==> src/sv/assert_macros.svh <==
`ifndef ASSERT_MACROS_SVH
`define ASSERT_MACROS_SVH

// property checked at every clock edge outside reset
`define ASSERT_HOLDS(lbl, prop, msg) \
	lbl: assert property (@(posedge clk) disable iff (!arst_n) prop) else $error(msg);

// consequent must hold in the cycle after the antecedent
`define ASSERT_NEXT(lbl, ante, cons, msg) \
	lbl: assert property (@(posedge clk) disable iff (!arst_n) (ante) |=> (cons)) else $error(msg);

`endif

==> src/sv/ptb_pkg.sv <==
package ptb_pkg;

	// field widths
	localparam int OP_W     = 2;
	localparam int KEY_W    = 8;
	localparam int TIME_W   = 64;
	localparam int TOK_W    = 36;
	localparam int RATE_W   = 24;
	localparam int BURST_W  = 16;
	localparam int TOT_W    = 32;
	localparam int USE_W    = 9;

	// stream and config port widths
	localparam int IN_W     = 80;
	localparam int OUT_W    = 112;
	localparam int OUT_PAD  = OUT_W - (1 + TOK_W + TOT_W + TOT_W + USE_W);
	localparam int CFG_AW   = 1;
	localparam int CFG_DW   = 24;

	// number of distinct key codes
	localparam int KEY_SPAN = 256;

	// refill product split into two partial products
	localparam int HALF_W   = TOK_W / 2;
	localparam int PROD_W   = RATE_W + HALF_W;
	localparam int ACC_W    = RATE_W + TOK_W;
	localparam int SUM_W    = ACC_W + 1;

	localparam logic [TOK_W-1:0] MICRO_PER_TOKEN = TOK_W'(1000000);

	typedef enum logic [OP_W-1:0] {
		OP_PEEK,
		OP_ACQUIRE,
		OP_RESET_KEY,
		OP_CLEAR_ALL
	} opcode_t;

	typedef enum logic [CFG_AW-1:0] {
		REG_RATE,
		REG_BURST
	} cfg_reg_t;

	typedef enum logic [2:0] {
		ST_IDLE,
		ST_READ,
		ST_ELAPSE,
		ST_MUL_LO,
		ST_MUL_HI,
		ST_COMMIT
	} state_t;

	// controller to datapath
	typedef struct packed {
		logic load;
		logic mem_rd;
		logic elapse;
		logic mul_lo;
		logic mul_hi;
		logic commit;
	} ptb_cmd_t;

	// datapath to controller
	typedef struct packed {
		logic out_stall;
	} ptb_status_t;

endpackage

==> src/sv/ptb_ctrl.sv <==
module ptb_ctrl (
	input  logic               clk,
	input  logic               arst_n,
	input  logic               s_tvalid,
	output logic               s_tready,
	output ptb_pkg::ptb_cmd_t  cmd,
	input  ptb_pkg::ptb_status_t status
);
	import ptb_pkg::*;

	state_t state_q;
	state_t state_d;

	// state register
	always_ff @(posedge clk or negedge arst_n) begin
		if (!arst_n) begin
			state_q <= ST_IDLE;
		end else begin
			state_q <= state_d;
		end
	end

	// next state and commands
	always_comb begin
		state_d  = state_q;
		cmd      = '0;
		s_tready = 1'b0;
		case (state_q)
			ST_IDLE: begin
				s_tready = 1'b1;
				if (s_tvalid) begin
					cmd.load = 1'b1;
					state_d  = ST_READ;
				end
			end
			ST_READ: begin
				cmd.mem_rd = 1'b1;
				state_d    = ST_ELAPSE;
			end
			ST_ELAPSE: begin
				cmd.elapse = 1'b1;
				state_d    = ST_MUL_LO;
			end
			ST_MUL_LO: begin
				cmd.mul_lo = 1'b1;
				state_d    = ST_MUL_HI;
			end
			ST_MUL_HI: begin
				cmd.mul_hi = 1'b1;
				state_d    = ST_COMMIT;
			end
			ST_COMMIT: begin
				// hold until the result register is free
				if (!status.out_stall) begin
					cmd.commit = 1'b1;
					state_d    = ST_IDLE;
				end
			end
			default: begin
				state_d = ST_IDLE;
			end
		endcase
	end

endmodule

==> config.mk <==
export PLATFORM = sky130hd
export DESIGN_NAME = ptb_ctrl
export DESIGN_NICKNAME = d
export VERILOG_FILES = /design/src/sv/assert_macros.svh /design/src/sv/ptb_pkg.sv /design/src/sv/ptb_ctrl.sv
export SDC_FILE = /design/constraint.sdc
export NUM_CORES = 1
export LEC_CHECK = 0
export BUFFER_PORTS_ARGS = -buffer_cell sky130_fd_sc_hd__buf_2
export CAP_MARGIN = 20
export CELL_PAD_IN_SITES_DETAIL_PLACEMENT = 0
export CELL_PAD_IN_SITES_GLOBAL_PLACEMENT = 1
export CORE_AREA = 2 2 39 41
export DETAILED_ROUTE_END_ITERATION = 6
export DIE_AREA = 0 0 41 43
export PLACE_DENSITY_LB_ADDON = 0.1
export SYNTH_ARGS = -nofsm -noshare
export SYNTH_HDL_FRONTEND = slang
export SYNTH_SLANG_ARGS = --single-unit
==> constraint.sdc <==
create_clock -name clk -period 1.8 [get_ports clk]
set_input_delay 0.18 -clock clk [delete_from_list [all_inputs] [get_ports clk]]
set_output_delay 0.18 -clock clk [all_outputs]
set_load 0.05 [all_outputs]
==> metrics.yaml <==
status:
  status: "finished clean"
yosys:
  ys.flop_type: "dfrtp_1"
  syn-instance-count: 21
  synth_warnings: 0
  synth_enable_flop_cells: 0
  syn_area_um2: 225.2
  ys_top_cells_by_area: "dfrtp_1 33%, buf_6 15%, nor3_4 7.2%"
  synth-async-reset-ratio: 1.000
  synth_top_cell_by_area: "dfrtp_1"
  yosysSeqAreaShare: 0.3333
  synth_top_area_frac: 0.3333
  ys_ff_latch: 3
  syn_avg_cell_area_um2: 10.72
  synth_common_cells: "3 x buf_6, 3 x dfrtp_1, 2 x nor3_1, 2 x nor3b_1"
  syn_nets: 25
  ys_types: 15
routing:
  wirelength_um: 466
  first_pass_iters: 2
  viasPerCell: 3.857
  ant_nets: 0
  drtIter0Drc: 2
  drc: 0
  routedWlPerCell_um: 9.510
  dr_total_vias: 189
timing:
  clock_skew_ns: 0.0008145
  holdWs_ns: 0.2331
  setup_viol: 0
  finalMaxSlewViolations: 0
  fin_tns_setup_ns: 0
  rsz0062_at_grt: "false"
  max_freq_ghz: 0.6582
  period_share: 0.8441
  relSlewSlack: 0.7348
  min_period_ns: 1.519
  final-hold-violation-count: 0
  worst_pin_slew_ns: 0.3978
final_layout:
  antenna_cells_inserted: 0
  nets: 38
  area_delta_synth_final_pct: 36.67
  regMostFlops: "state_q"
  largest_register_ffs: 3
  fillers: 159
  top_regs: "state_q (3)"
  drive_gt1_frac: 0.5455
floorplanning:
  die_area_um2: 1763
  initial_utilization: 0.1627
  fp.dieW_um: 41
  ios: 11
  core_region_area_um2: 1384
  rows: 14
  die_h_um: 43
global_route:
  grt_pass1_vias: 177
  grt_max_degree: 12
  grt_overflow_total: 0
  grt_pass1_wl_um: 717
  grt.total_usage: 0.06949
  antenna_found_initial: 0
clocking:
  root_buffer: "clkbuf_4"
  cts_made_buffers: 3
  clock_sinks: 3
  path_clk_slew_ns: 0.03
  cts_max_level: 1
  insertion_delay_ns: 0.23
  cts_tree: "done"
  clk_path_buf_depth: 2
setup_path:
  crit_type: "reg2out"
  cp-start-kind: "flop"
  reg2reg_depth: 2
  slowest_stage: "dfrtp_1"
  path_cells: "nor3_4, and2_1, buf_2"
  worstReg2RegStart: "state_q[2]"
  cpPeakStageDelay_ns: 0.51
  cp_max_fo: 9
  cp.arrival_ns: 1.34
  end_kind: "output port"
  crit_required_ns: 1.62
  worstSetupStartpoint: "state_q[1]"
worst_hold_path:
  min_path_cells: 3
  hold_start: "status"
  hold_path_class: "in2reg"
placed_design:
  portBuffers: 10
  gp_congestion: 0.6958
  dpl.hpwl_um: 324.8
job:
  max-cap-violations: 0
==> final timing paths <==
kind | to | slack (ns)
hold / removal | state_q[0] | 0.23
setup reg to reg | state_q[2] | 0.70
hold reg to reg | state_q[1] | 0.68
max in group asynchronous | state_q[1] | 1.42
min in group asynchronous | state_q[2] | 0.28
setup / recovery | cmd[5] | 0.28
==> stage by stage <==
| stage | util | setup slack [ns] | std cells | instance area [µm²] |
|---|---|---|---|---|
| after CTS | 0.2224 | 0.2408 | 49 | 307.8 |
| final | 0.2224 | 0.2806 | 49 | 307.8 |
| after global routing | 0.2224 | 0.2040 | 49 | 307.8 |
| after floorplan | - | 0.03597 | 21 | 235.2 |
| after detailed placement | 0.1962 | 0.4998 | 44 | 271.5 |
| after global placement | 0.1962 | 0.5162 | 44 | 271.5 |
==> cells by family (layout without fill, tap and decap cells) <==
| family | count (synthesis) | after routing | share of synthesized area |
|---|---|---|---|
| DFF | 3 | 3 | 0.3333 |
| buffers and inverters | 4 | 16 | 0.1666 |
| xor gates and xnor gates | 1 | 1 | 0.03890 |
| AOI/OAI and AO/OA | 2 | 2 | 0.07779 |
| and+or+nand+nor | 11 | 11 | 0.3833 |
==> final cells by class <==
type	count	area [µm²]	share of cell area
multi-input cells	14	122.6	0.3984
flip-flops and latches	3	75.07	0.2439
repair buffers	11	60.06	0.1951
clock buffers	4	26.28	0.08537
well taps	16	20.02	0.06504
inverters	1	3.754	0.01220
==> per-layer routing <==
metal	GRT usage	up-vias	share of wire
met4	0.1200	0	0
li1	-	96	-
met3	0.01571	0	0.077
met1	0.07143	85	0.41
met2	0.08125	8	0.52
met5	0	-	0
==> cell usage in the layout, fill, tap and decap left out, drive strengths merged <==
cell         instances
inv                  1
clkbuf               4
nand2                1
nor2                 1
buf                 10
a31o                 1
nor3b                2
dfrtp                3
and3b                1
and2                 1
xnor2                1
and4bb               1
nor3                 3
nand2b               1
dlygate4sd3          1
a221oi               1
==> critical path: cells and delay by family, from the launching register on <==
family                 cells  cell delay (ns)
and+or+nand+nor            2             0.35
buffers and inverters      1             0.25
DFF                        1             0.51
==> repair_timing <==
item,CTS,global route
gates resized for setup,0,0
hold buffers,1,0
endpoints found under the hold margin,3,0
setup buffers,0,0
endpoints found under the setup margin,0,0
Power is left out: the tool's default activity adds up to more than one toggle a clock period on the data nets, which glitch-free logic cannot reach.
